### src/rtl/core/pts_pkg.sv
package pts_pkg;

    // Operation codes
    localparam logic [2:0] OP_INIT       = 3'd0;
    localparam logic [2:0] OP_SCHEDULE   = 3'd1;
    localparam logic [2:0] OP_RESCHEDULE = 3'd2;
    localparam logic [2:0] OP_STOP       = 3'd3;
    localparam logic [2:0] OP_MANAGE     = 3'd4;

    // Slot states
    localparam logic [1:0] ST_STOPPED   = 2'd0;
    localparam logic [1:0] ST_SCHEDULED = 2'd1;
    localparam logic [1:0] ST_RUNNING   = 2'd3;

    // A due slot this late is pulled forward to now
    localparam logic [15:0] LATE_LIMIT = 16'd16484;

    typedef enum logic [2:0] {
        S_IDLE,
        S_SETUP,
        S_PASS,
        S_WALK,
        S_INSSET,
        S_EMIT,
        S_ACK
    } ctl_state_t;

    typedef struct packed {
        logic load;
        logic setup_edit;
        logic step_pass;
        logic step_walk;
        logic setup_ins;
        logic emit;
        logic ack;
    } pts_cmd_t;

    typedef struct packed {
        logic is_manage;
        logic edit_ok;
        logic pass_done;
        logic walk_done;
        logic stk_empty;
        logic fired_empty;
        logic fired_last;
    } pts_sts_t;

    // True when (int16)(a - b) <= 0
    function automatic logic not_later(input logic [15:0] a, input logic [15:0] b);
        logic [15:0] d;
        d = a - b;
        return (d == 16'd0) || d[15];
    endfunction

endpackage

### src/rtl/core/pts_dpath.sv
module pts_dpath import pts_pkg::*; #(
    parameter int NumTimers = 16
) (
    input  logic        clk,
    input  logic        rst_n,
    input  pts_cmd_t    cmd,
    output pts_sts_t    sts,
    input  logic [2:0]  operation,
    input  logic [3:0]  timer_id,
    input  logic [15:0] ticks,
    input  logic [15:0] now,
    input  logic [7:0]  current_priority,
    input  logic [7:0]  new_priority,
    output logic        strobe,
    output logic [3:0]  fired_id,
    output logic        fired,
    output logic        last
);

    localparam int IdW  = $clog2(NumTimers);
    localparam int CntW = $clog2(NumTimers + 1);

    typedef logic [IdW-1:0]  id_t;
    typedef logic [CntW-1:0] cnt_t;

    // Slot table
    logic [1:0]  state_reg [NumTimers];
    logic [15:0] exp_reg   [NumTimers];
    logic [7:0]  prio_reg  [NumTimers];

    // Ordered list, ping-pong halves
    id_t  lst_reg [2][NumTimers];
    logic sel_reg;
    cnt_t n_reg, k_reg, m_reg;

    // Late slots to reinsert, last met on top
    id_t  stk_reg [NumTimers];
    cnt_t sp_reg;

    // Fired slots, sorted by priority descending
    id_t        fid_reg [NumTimers];
    logic [7:0] fpr_reg [NumTimers];
    cnt_t       fn_reg;

    // Captured item
    logic [2:0]  op_reg;
    id_t         tid_reg;
    logic        tid_ok_reg;
    logic [15:0] ticks_reg, now_reg;
    logic [7:0]  curp_reg, newp_reg;

    // Pass control
    logic        ins_reg, ins_done_reg, rem_reg, stop_reg;
    id_t         ins_id_reg;
    logic [15:0] x_exp_reg;

    // Result registers
    logic       strobe_reg, fired_reg, last_reg;
    logic [3:0] fired_id_reg;

    id_t         e, exp_addr;
    logic [15:0] exp_rd, edit_exp, walk_d;
    logic [7:0]  e_prio;
    logic        in_list, ins_hit;
    logic [NumTimers-1:0] c_vec, take_new, shift_in;

    // Read current list entry and its fields
    always_comb
    begin
        e            = lst_reg[sel_reg][k_reg[IdW-1:0]];
        exp_addr     = cmd.setup_edit ? tid_reg : e;
        exp_rd       = exp_reg[exp_addr];
        e_prio       = prio_reg[e];
        in_list      = k_reg < n_reg;
        ins_hit      = ins_reg && !ins_done_reg && not_later(x_exp_reg, exp_rd);
        walk_d       = now_reg - exp_rd;
        edit_exp     = ((op_reg == OP_SCHEDULE) ? now_reg : exp_rd) + ticks_reg;
    end

    // Insertion cells of the fired row
    always_comb
    begin
        for (int j = 0; j < NumTimers; j++)
        begin
            c_vec[j] = (cnt_t'(j) < fn_reg) && (e_prio >= fpr_reg[j]);
        end
        for (int j = 0; j < NumTimers; j++)
        begin
            take_new[j] = (cnt_t'(j) <= fn_reg)
                          && ((cnt_t'(j) == fn_reg) || c_vec[j])
                          && ((j == 0) || !c_vec[(j == 0) ? 0 : j - 1]);
            shift_in[j] = (j != 0) && c_vec[(j == 0) ? 0 : j - 1];
        end
    end

    always_comb
    begin
        sts.is_manage   = op_reg == OP_MANAGE;
        sts.edit_ok     = (op_reg <= OP_STOP) && tid_ok_reg;
        sts.pass_done   = !in_list && !(ins_reg && !ins_done_reg);
        sts.walk_done   = !in_list;
        sts.stk_empty   = sp_reg == '0;
        sts.fired_empty = fn_reg == '0;
        sts.fired_last  = fn_reg == cnt_t'(1);
    end

    always_ff @(posedge clk or negedge rst_n)
    begin
        if (!rst_n)
        begin
            for (int i = 0; i < NumTimers; i++)
            begin
                state_reg[i] <= ST_STOPPED;
                exp_reg[i]   <= '0;
                prio_reg[i]  <= '0;
            end
            n_reg      <= '0;
            sel_reg    <= 1'b0;
            sp_reg     <= '0;
            fn_reg     <= '0;
            k_reg      <= '0;
            m_reg      <= '0;
            strobe_reg <= 1'b0;
        end
        else
        begin
            // Raise the strobe for one cycle per result
            strobe_reg <= cmd.emit || cmd.ack;

            // Capture the item
            if (cmd.load)
            begin
                op_reg     <= operation;
                tid_reg    <= id_t'(timer_id);
                tid_ok_reg <= int'(timer_id) < NumTimers;
                ticks_reg  <= ticks;
                now_reg    <= now;
                curp_reg   <= current_priority;
                newp_reg   <= new_priority;
                k_reg      <= '0;
                m_reg      <= '0;
                stop_reg   <= 1'b0;
                ins_reg    <= 1'b0;
                rem_reg    <= 1'b0;
            end

            // Update the addressed slot
            if (cmd.setup_edit)
            begin
                rem_reg      <= state_reg[tid_reg] == ST_SCHEDULED;
                ins_done_reg <= 1'b0;
                ins_id_reg   <= tid_reg;
                case (op_reg)
                    OP_INIT:
                    begin
                        state_reg[tid_reg] <= ST_STOPPED;
                        exp_reg[tid_reg]   <= '0;
                        prio_reg[tid_reg]  <= newp_reg;
                        ins_reg            <= 1'b0;
                    end
                    OP_SCHEDULE, OP_RESCHEDULE:
                    begin
                        state_reg[tid_reg] <= ST_SCHEDULED;
                        exp_reg[tid_reg]   <= edit_exp;
                        x_exp_reg          <= edit_exp;
                        ins_reg            <= 1'b1;
                    end
                    default:
                    begin
                        state_reg[tid_reg] <= ST_STOPPED;
                        ins_reg            <= 1'b0;
                    end
                endcase
            end

            // Copy the list, dropping and inserting one slot
            if (cmd.step_pass)
            begin
                if (in_list)
                begin
                    if (rem_reg && (e == tid_reg))
                    begin
                        k_reg <= k_reg + 1'b1;
                    end
                    else if (ins_hit)
                    begin
                        lst_reg[~sel_reg][m_reg[IdW-1:0]] <= ins_id_reg;
                        m_reg        <= m_reg + 1'b1;
                        ins_done_reg <= 1'b1;
                    end
                    else
                    begin
                        lst_reg[~sel_reg][m_reg[IdW-1:0]] <= e;
                        m_reg <= m_reg + 1'b1;
                        k_reg <= k_reg + 1'b1;
                    end
                end
                else if (ins_reg && !ins_done_reg)
                begin
                    lst_reg[~sel_reg][m_reg[IdW-1:0]] <= ins_id_reg;
                    m_reg        <= m_reg + 1'b1;
                    ins_done_reg <= 1'b1;
                end
                else
                begin
                    n_reg   <= m_reg;
                    sel_reg <= ~sel_reg;
                end
            end

            // Walk the list for manage
            if (cmd.step_walk)
            begin
                if (in_list)
                begin
                    k_reg <= k_reg + 1'b1;
                    if (stop_reg || walk_d[15])
                    begin
                        lst_reg[~sel_reg][m_reg[IdW-1:0]] <= e;
                        m_reg    <= m_reg + 1'b1;
                        stop_reg <= 1'b1;
                    end
                    else if (e_prio <= curp_reg)
                    begin
                        if (walk_d >= LATE_LIMIT)
                        begin
                            exp_reg[e]                  <= now_reg;
                            stk_reg[sp_reg[IdW-1:0]]    <= e;
                            sp_reg                      <= sp_reg + 1'b1;
                        end
                        else
                        begin
                            lst_reg[~sel_reg][m_reg[IdW-1:0]] <= e;
                            m_reg <= m_reg + 1'b1;
                        end
                    end
                    else
                    begin
                        state_reg[e] <= ST_RUNNING;
                        fn_reg       <= fn_reg + 1'b1;
                        for (int j = 0; j < NumTimers; j++)
                        begin
                            if (take_new[j])
                            begin
                                fid_reg[j] <= e;
                                fpr_reg[j] <= e_prio;
                            end
                            else if (shift_in[j])
                            begin
                                fid_reg[j] <= fid_reg[(j == 0) ? 0 : j - 1];
                                fpr_reg[j] <= fpr_reg[(j == 0) ? 0 : j - 1];
                            end
                        end
                    end
                end
                else
                begin
                    n_reg   <= m_reg;
                    sel_reg <= ~sel_reg;
                end
            end

            // Pop one late slot for reinsertion
            if (cmd.setup_ins)
            begin
                ins_id_reg   <= stk_reg[IdW'(sp_reg - 1'b1)];
                sp_reg       <= sp_reg - 1'b1;
                x_exp_reg    <= now_reg;
                ins_reg      <= 1'b1;
                ins_done_reg <= 1'b0;
                rem_reg      <= 1'b0;
                k_reg        <= '0;
                m_reg        <= '0;
            end

            // Emit the head of the fired row
            if (cmd.emit)
            begin
                fired_reg    <= 1'b1;
                fired_id_reg <= 4'(fid_reg[0]);
                last_reg     <= fn_reg == cnt_t'(1);
                fn_reg       <= fn_reg - 1'b1;
                for (int j = 0; j < NumTimers - 1; j++)
                begin
                    fid_reg[j] <= fid_reg[j + 1];
                    fpr_reg[j] <= fpr_reg[j + 1];
                end
            end

            if (cmd.ack)
            begin
                fired_reg    <= 1'b0;
                fired_id_reg <= '0;
                last_reg     <= 1'b1;
            end
        end
    end

    assign strobe   = strobe_reg;
    assign fired    = fired_reg;
    assign fired_id = fired_id_reg;
    assign last     = last_reg;

    a_list_bound: assert property (@(posedge clk) disable iff (!rst_n)
        n_reg <= cnt_t'(NumTimers))
        else $error("list length beyond table size");

    a_ack_form: assert property (@(posedge clk) disable iff (!rst_n)
        strobe && !fired |-> last && (fired_id == 4'd0))
        else $error("acknowledgment malformed");

    a_last_gap: assert property (@(posedge clk) disable iff (!rst_n)
        strobe && last |=> !strobe)
        else $error("result after last");

    a_emit_nonempty: assert property (@(posedge clk) disable iff (!rst_n)
        cmd.emit |-> fn_reg != '0)
        else $error("emit from empty fired row");

endmodule

### src/rtl/core/pts_ctrl.sv
module pts_ctrl import pts_pkg::*; (
    input  logic     clk,
    input  logic     rst_n,
    input  logic     start,
    output logic     busy,
    input  pts_sts_t sts,
    output pts_cmd_t cmd
);

    ctl_state_t state_reg, state_next;
    ctl_state_t after_list;

    // Choose where to go once the list work of a manage is over
    always_comb
    begin
        if (!sts.stk_empty)
        begin
            after_list = S_INSSET;
        end
        else if (sts.fired_empty)
        begin
            after_list = S_ACK;
        end
        else
        begin
            after_list = S_EMIT;
        end
    end

    // Next state
    always_comb
    begin
        state_next = state_reg;
        unique case (state_reg)
            S_IDLE:
                if (start) state_next = S_SETUP;
            S_SETUP:
                if (sts.is_manage)    state_next = S_WALK;
                else if (sts.edit_ok) state_next = S_PASS;
                else                  state_next = S_ACK;
            S_PASS:
                if (sts.pass_done) state_next = sts.is_manage ? after_list : S_ACK;
            S_WALK:
                if (sts.walk_done) state_next = after_list;
            S_INSSET:
                state_next = S_PASS;
            S_EMIT:
                if (sts.fired_last) state_next = S_IDLE;
            S_ACK:
                state_next = S_IDLE;
            default:
                state_next = S_IDLE;
        endcase
    end

    // Commands
    always_comb
    begin
        cmd  = '0;
        busy = state_reg != S_IDLE;
        unique case (state_reg)
            S_IDLE:   cmd.load       = start;
            S_SETUP:  cmd.setup_edit = !sts.is_manage && sts.edit_ok;
            S_PASS:   cmd.step_pass  = 1'b1;
            S_WALK:   cmd.step_walk  = 1'b1;
            S_INSSET: cmd.setup_ins  = 1'b1;
            S_EMIT:   cmd.emit       = 1'b1;
            S_ACK:    cmd.ack        = 1'b1;
            default:  cmd            = '0;
        endcase
    end

    always_ff @(posedge clk or negedge rst_n)
    begin
        if (!rst_n)
        begin
            state_reg <= S_IDLE;
        end
        else
        begin
            state_reg <= state_next;
        end
    end

endmodule

### src/rtl/core/priority_timer_scheduler_core.sv
// Timer table of NUM_TIMERS slots with priority-ordered firing.
// Command channel: an item is taken at a rising edge with start high and
// busy low; operation, timer_id, ticks, now, current_priority and
// new_priority are sampled then. busy drops in the cycle in which the
// item's last result sits on the result ports.
// Result channel: each result sits on fired_id, fired and last for one
// cycle with strobe high. Results cannot be held off by the receiver.
// Init, schedule, reschedule and stop give one acknowledgment after one
// list copy pass of one entry a cycle over the scheduled slots. Manage
// walks the list, then makes one pass for each slot pulled forward for
// being late, then emits the fired slots one per cycle, or an
// acknowledgment if none fired; fired slots come out highest priority
// first, ties with the later list entry first.
// Unknown operations and out-of-range slots are acknowledged without a pass.
// Reset leaves all slots stopped with zero expiry and priority, an empty
// list and no result pending.
module priority_timer_scheduler_core import pts_pkg::*; #(
    parameter int NUM_TIMERS = 16
) (
    input  logic        clk,
    input  logic        rst_n,
    input  logic        start,
    output logic        busy,
    input  logic [2:0]  operation,
    input  logic [3:0]  timer_id,
    input  logic [15:0] ticks,
    input  logic [15:0] now,
    input  logic [7:0]  current_priority,
    input  logic [7:0]  new_priority,
    output logic        strobe,
    output logic [3:0]  fired_id,
    output logic        fired,
    output logic        last
);

    pts_cmd_t cmd;
    pts_sts_t sts;

    pts_ctrl u_ctrl (
        .clk   (clk),
        .rst_n (rst_n),
        .start (start),
        .busy  (busy),
        .sts   (sts),
        .cmd   (cmd)
    );

    pts_dpath #(
        .NumTimers (NUM_TIMERS)
    ) u_dpath (
        .clk              (clk),
        .rst_n            (rst_n),
        .cmd              (cmd),
        .sts              (sts),
        .operation        (operation),
        .timer_id         (timer_id),
        .ticks            (ticks),
        .now              (now),
        .current_priority (current_priority),
        .new_priority     (new_priority),
        .strobe           (strobe),
        .fired_id         (fired_id),
        .fired            (fired),
        .last             (last)
    );

endmodule
### config.mk
export PLATFORM = sky130hd
export DESIGN_NAME = priority_timer_scheduler_core
export DESIGN_NICKNAME = d
export VERILOG_FILES = /design/src/rtl/core/pts_pkg.sv /design/src/rtl/core/pts_dpath.sv /design/src/rtl/core/pts_ctrl.sv /design/src/rtl/core/priority_timer_scheduler_core.sv
export SDC_FILE = /design/constraint.sdc
export NUM_CORES = 2
export LEC_CHECK = 0
export BUFFER_PORTS_ARGS = -buffer_cell sky130_fd_sc_hd__buf_4
export CORE_MARGIN = 2
export CORE_UTILIZATION = 50
export CTS_BUF_LIST = sky130_fd_sc_hd__clkbuf_4
export DETAILED_ROUTE_END_ITERATION = 8
export GPL_ROUTABILITY_DRIVEN = 0
export PLACE_DENSITY = 0.65
export SYNTH_ARGS = -nofsm -noshare
export SYNTH_HDL_FRONTEND = slang
export SYNTH_SLANG_ARGS = --single-unit
export TNS_END_PERCENT = 20
### constraint.sdc
create_clock -name clk -period 8.2 [get_ports clk]
set_input_delay 0.41 -clock clk [delete_from_list [all_inputs] [get_ports clk]]
set_output_delay 0.41 -clock clk [all_outputs]
set_load 0.03 [all_outputs]
[Word-level counts from Yosys, hierarchy flattened]
Memories as Yosys holds them, arrays and structs flattened.
Cells that the tools add are included.
Cells by class
  add/sub/neg operators: 9
  magnitude comparators: 60
  equality and inequality tests: 34
  multiplexer cells: 671
  bitwise gates (word level): 330
  reductions and logical operators: 153
Operator list (number)
  256-bit 2-to-1 mux: 6
  1-bit 2-to-1 mux: 513
  256-bit bitwise mux: 2
  256-bit case mux with 2 select lines: 1
  64-bit 2-to-1 mux: 5
  1-bit OR: 316
  8-bit 2-to-1 mux: 33
  256-bit bitwise AND: 1
  256-bit inverter: 1
  32-bit 2-to-1 mux: 6
  5-bit 2-to-1 mux: 35
  4-bit 2-to-1 mux: 37
  128-bit bitwise mux: 1
  16-bit demux with 4-bit select: 2
  8-bit >= comparator: 16
  16-bit 2-to-1 mux: 8
  1-bit logical AND: 93
  16-bit binary-select mux with 4-bit select: 1
  4-bit by 5-bit == test with 1-bit output (first input constant): 8
  4-bit by 5-bit less-or-equal comparator with 1-bit output (first input constant): 8
  4-bit by 5-bit less-than comparator with 1-bit output (first input constant): 8
  32-bit bitwise AND: 1
  8-bit binary-select mux with 4-bit select: 1
  8-bit demux with 4-bit select: 1
  other kinds (53): 153
Word-level totals
  flip-flop bits (word level): 531
  memory bits (writable): 384
  input bits: 58
  output and inout bits: 8
  logic and storage cells: 1332
  memories kept: 4
Memory list
  u_dpath.fpr_reg: depth 16, bits a word 8, read ports 16, clocked after Yosys merged registers in 0, write ports 16, RTL line pts_dpath.sv:42  | logic [7:0] fpr_reg [NumTimers];
  u_dpath.lst_reg: depth 2, bits a word 64, read ports 1, clocked after Yosys merged registers in 0, write ports 1, RTL line pts_dpath.sv:32  | id_t lst_reg [2][NumTimers];
  u_dpath.fid_reg: depth 16, bits a word 4, read ports 16, clocked after Yosys merged registers in 0, write ports 16, RTL line pts_dpath.sv:41  | id_t fid_reg [NumTimers];
  u_dpath.stk_reg: depth 16, bits a word 4, read ports 1, clocked after Yosys merged registers in 0, write ports 1, RTL line pts_dpath.sv:37  | id_t stk_reg [NumTimers];

[Depth between registers and ports, before layout]
  word-level depth: 23
  mapped depth: 40
  mapped depth without buffers: 32

[Cells and area by module]
From an unflattened synthesis, not the netlist that was laid out.
Unflattened totals
  cell total of the unflattened synthesis: 4802
  area total of the unflattened synthesis: 51842.2 um2
Modules (own cells, without submodules)
  pts_dpath: instances 1, cells each 4759, area each 51536.9 um2, sequential area each 25169.1 um2
  pts_ctrl: instances 1, cells each 43, area each 305.3 um2, sequential area each 75.1 um2

[Worst setup path before layout]
Ideal clock, no wire load.
  path type: reg2reg
  start: reg u_dpath.sel_reg
  end: mem u_dpath.fid_reg[6][0] (netlist bit) (enable)
  setup time: 0.398 ns
  data arrival time: 6.833 ns
  data required time: 7.802 ns
  slack: 0.969 ns
  cell stages (with the launch flop): 30
  buffers on the path: 10
  clock period less this slack: 7.231 ns
  cells stage by stage: dfrtp_1 buf_6 buf_6 buf_8 mux4_2 o211ai_1 o32a_2 inv_2 o21ai_1 buf_4 clkbuf_1 clkbuf_1 clkbuf_1 nand2_1 nand3_1 nand3_1 a31o_2 ha_1 clkbuf_1 a21oi_1 nor2_1 nor2_1 o211a_1 a211oi_1 or3_1 a2111oi_4 nand2_2 clkbuf_1 clkbuf_1 o21ai_0
RTL lines
  start: declaration: RTL line pts_dpath.sv:33  | logic sel_reg;
  start signal: assignment: RTL line pts_dpath.sv:207  | sel_reg <= ~sel_reg;
  start signal: assignment: RTL line pts_dpath.sv:259  | sel_reg <= ~sel_reg;
  end: declaration: RTL line pts_dpath.sv:41

[Worst setup path after layout]
  start: reg u_dpath.sel_reg
  end: mem u_dpath.lst_reg[0][38] (netlist bit) (data pin)
On the way
  word-level cells in the longest chain between the ends: 23
  elaborated cells between the ends (all ways): 45
  those cells by class: add/sub (2); order compare (2); eq/ne (1); mux (29); bitwise (2); reduce/logical (8); memory (1)
Ends and longest elaborated chain
  memory 2 x 64 bit *
  4-bit binary-select mux with 4-bit select *: RTL line pts_dpath.sv:70  | e = lst_reg[sel_reg][k_reg[IdW-1:0]];
  4-bit 2-to-1 mux (not written as such) * (2 in a row): RTL line pts_dpath.sv:70
  branches (longest 18 deep; another with 16-bit subtractor)
  1-bit 2-to-1 mux (no line) *
  end: declaration: RTL line pts_dpath.sv:32
Mark *: on every way between the ends. The select of a mux whose other input is x is not followed.

==> flow_summary_export.csv <==
group,metric,value,unit
die,die_area,0.106,mm²
sta,period_share,95.7,%
sta,fmaxAchievable,127,MHz
run_status,violations,"DRC",
yosys,synth_edf_count,469,
detailed_routing,routed_via_density,6.16,
critical_path,worstPathMaxFanout,49,
finish,area_growth,13.4,%
finish,nNetsFinal,5652,
detailed_routing,wirelength,162000,µm
sta,skew,0.112,ns
die,initial_core_util,50.6,%
critical_path,critPathSlowestCell,"dfrtp_4",
clocking,cts_tree,"done",
critical_path,start_kind,"register",
critical_path,reg2regPathDepth,26,
critical_path,crit_path_max_incr_delay,0.60,ns
detailed_routing,wl_per_cell,23.3,µm
place,post-dp-hpwl,106000,µm
detailed_routing,drc,3,
global_route,antenna_found_initial,2,
sta,fin_crit,7.85,ns
yosys,synthTopCellsByArea,"edfxtp_1 27%, dfrtp_1 22%, nand2_1 4.7%",
clocking,cts_made_buffers,274,
yosys,ys_warn_count,0,
die,ios,66,
yosys,yosysTopAreaCell,"edfxtp_1",
global_route,grt_pass1_wl,250000,µm
run_status,status,"finished with violations",
sta,tightest_slew,1.42,ns
yosys,async_reset_ff_share,48.7,%
sta,rsz0062_at_grt,"false",
detailed_routing,drt-pass1-iter-count,9,
clocking,clk_latency,1.19,ns
critical_path,r2r_start,"u_dpath.sel_reg",
finish,final_cell_mix,"648 x nand2_1, 469 x edfxtp_1, 445 x dfrtp_1",
sta,hold_ws,0.0711,ns
sta,setup_viol,0,
sta,hold_viol,0,
yosys,synth_cell_types,114,
yosys,synth_top_area_share,27.2,%
detailed_routing,dr_total_vias,42863,
clocking,cts_htree_levels,5,
critical_path,cp-end-kind,"register",
yosys,yosysSeqAreaShare,48.8,%
global_route,grt_pass1_vias,42053,
flow_run,drv_cap,0,
yosys,synth-main-ff-cell,"edfxtp_1",
global_route,grtUsageTotal,30.2,%
finish,fin_cells,6954,
clocking,cts_root_buffer,"clkbuf_4",
die,die-width,326,µm
clocking,cts.path.max_buffers,4,
place,placed_cells_incl_taps,6378,
critical_path,crit_required,9.07,ns
finish,final_common_cell,"nand2_1",
detailed_routing,antenna_left,0,
place,port-buffer-count,65,
critical_path,crit_end,"u_dpath.lst_reg[0][38]",
die,dieHeight,326,µm
global_route,grt_overflow_total,0,
critical_path,worstSetupPathType,"register to register",
yosys,syn-num-nets,5384,
worst_hold_path,hold_class,"input port to register",
detailed_routing,drt_iter0_drc,4930,
finish,largest_reg_flops,256,
critical_path,timing.rr.end,"u_dpath.lst_reg[0][38]",
critical_path,setup.worst_path.start,"u_dpath.sel_reg",
critical_path,arrival,8.72,ns
clocking,clk_pin_slew,0.08,ns
yosys,syn_area,0.0517,mm²
yosys,syn_inst,5132,
clocking,clock_sinks,915,
sta,slew_violations,0,
critical_path,reg2reg_slack,0.35,ns
sta,relSlewSlack,5.25,%
die,coreArea,0.102,mm²
global_route,grt_max_degree,102,
yosys,synth_seq_cells,915,
finish,drive_gt1_share,18.1,%
yosys,avgSynthCellArea,10.1,µm²
sta,finalSetupTns,0,ns
die,rows,117,
==> routing by layer <==
metal  vias to the layer above  part of all wire, %  wire, µm  global-route usage (%)
met5                         -                    0         0                       0
met4                         0                  3.4      5510                    11.3
met3                       377                  9.7     15600                    6.92
met2                      2220                   46     73800                    47.4
met1                     20839                   41     67100                    41.0
li1                      19427                    -         -                       -
==> logic make-up (layout without fill, tap and decap cells) <==
kind of cell	after synthesis	in the layout	share of synthesized area, %
xor gates and xnor gates	48	48	0.813
DFF	915	915	48.8
adders and majority gates	197	197	4.76
AOI/OAI and AO/OA	1359	1359	17.4
buffers and inverters	613	1057	4.75
muxes	435	435	9.94
other	0	10	0
and+or+nand+nor	1565	1565	13.5
==> worst max-delay path, delay by kind of cell, from the launching register on <==
| kind | cells | cell delay, ns |
|---|---|---|
| buf+inv | 5 | 0.84 |
| mux | 3 | 1.25 |
| simple gates | 4 | 0.94 |
| flops | 1 | 0.60 |
| compound gates | 12 | 3.52 |
| fa+ha+maj | 2 | 0.38 |
==> how the worst min path moves through the flow <==
| stage | start | endpoint | slack [ns] | cells after the start |
|---|---|---|---|---|
| 6_report | new_priority[7] | u_dpath.newp_reg[7] | 0.07 | 2 |
| 5_1_grt | new_priority[7] | u_dpath.newp_reg[7] | 0.003 | 2 |
| 3_3_place_gp | rst_n | u_dpath.prio_reg[23] | 0.34 | 1 |
| 3_5_place_dp | rst_n | u_dpath.prio_reg[14] | 0.34 | 1 |
| 2_1_floorplan | rst_n | u_ctrl.state_reg[0] | 0.11 | 0 |
| 4_1_cts | new_priority[5] | u_dpath.newp_reg[5] | 0.001 | 2 |
==> area by class of cell <==
| type | instances | area [µm²] |
|---|---|---|
| Antenna cell | 10 | 25.0 |
| Clock buffer | 389 | 2920 |
| Clock inverter | 63 | 349 |
| Fill cell | 8937 | 43500 |
| Inverter | 216 | 813 |
| Multi-Input combinational cell | 3604 | 24200 |
| Sequential cell | 915 | 25200 |
| Tap cell | 1368 | 1710 |
| Timing Repair Buffer | 389 | 3400 |
==> through the flow <==
stage / utilization [%] / setup WS, ns / cell area, µm²
after global placement: 53.1 / 0.393 / 54200
after detailed placement: 53.1 / 0.321 / 54200
after CTS: 57.4 / 0.271 / 58600
final: 57.4 / 0.349 / 58700
after floorplan: - / 0.969 / 51700
after global routing: 57.4 / 0.0143 / 58700
==> repair_timing <==
| item | 4_1_cts | 5_1_grt |
|---|---|---|
| setup endpoints to repair | 0 | 366 |
| hold buffers | 112 | 1 |
| setup buffers | 0 | 1 |
| endpoints found under the hold margin | 367 | 1 |
| resized for setup | 0 | 2 |
==> cell usage after synthesis (all sizes together), types with 9 or more instances <==
library cell / n
a2111oi: 10
a211o: 12
a211oi: 41
a21o: 28
a21oi: 397
a221o: 15
a221oi: 25
a222oi: 25
a22o: 14
a22oi: 206
a311oi: 25
a31o: 9
a31oi: 35
a32oi: 10
and2: 16
and3: 28
buf: 92
clkbuf: 305
dfrtp: 446
edfxtp: 469
ha: 193
inv: 213
mux2: 229
mux2i: 172
mux4: 34
nand2: 652
nand2b: 79
nand3: 159
nand4: 30
nor2: 416
nor2b: 60
nor3: 49
nor4: 17
o211ai: 12
o21a: 11
o21ai: 340
o221ai: 16
o22ai: 36
o31ai: 17
o41ai: 18
or2: 16
or3: 16
xnor2: 36
xor2: 12
Power is left out: the tool's default activity adds up to more than one toggle a clock period on the data nets, which glitch-free logic cannot reach.
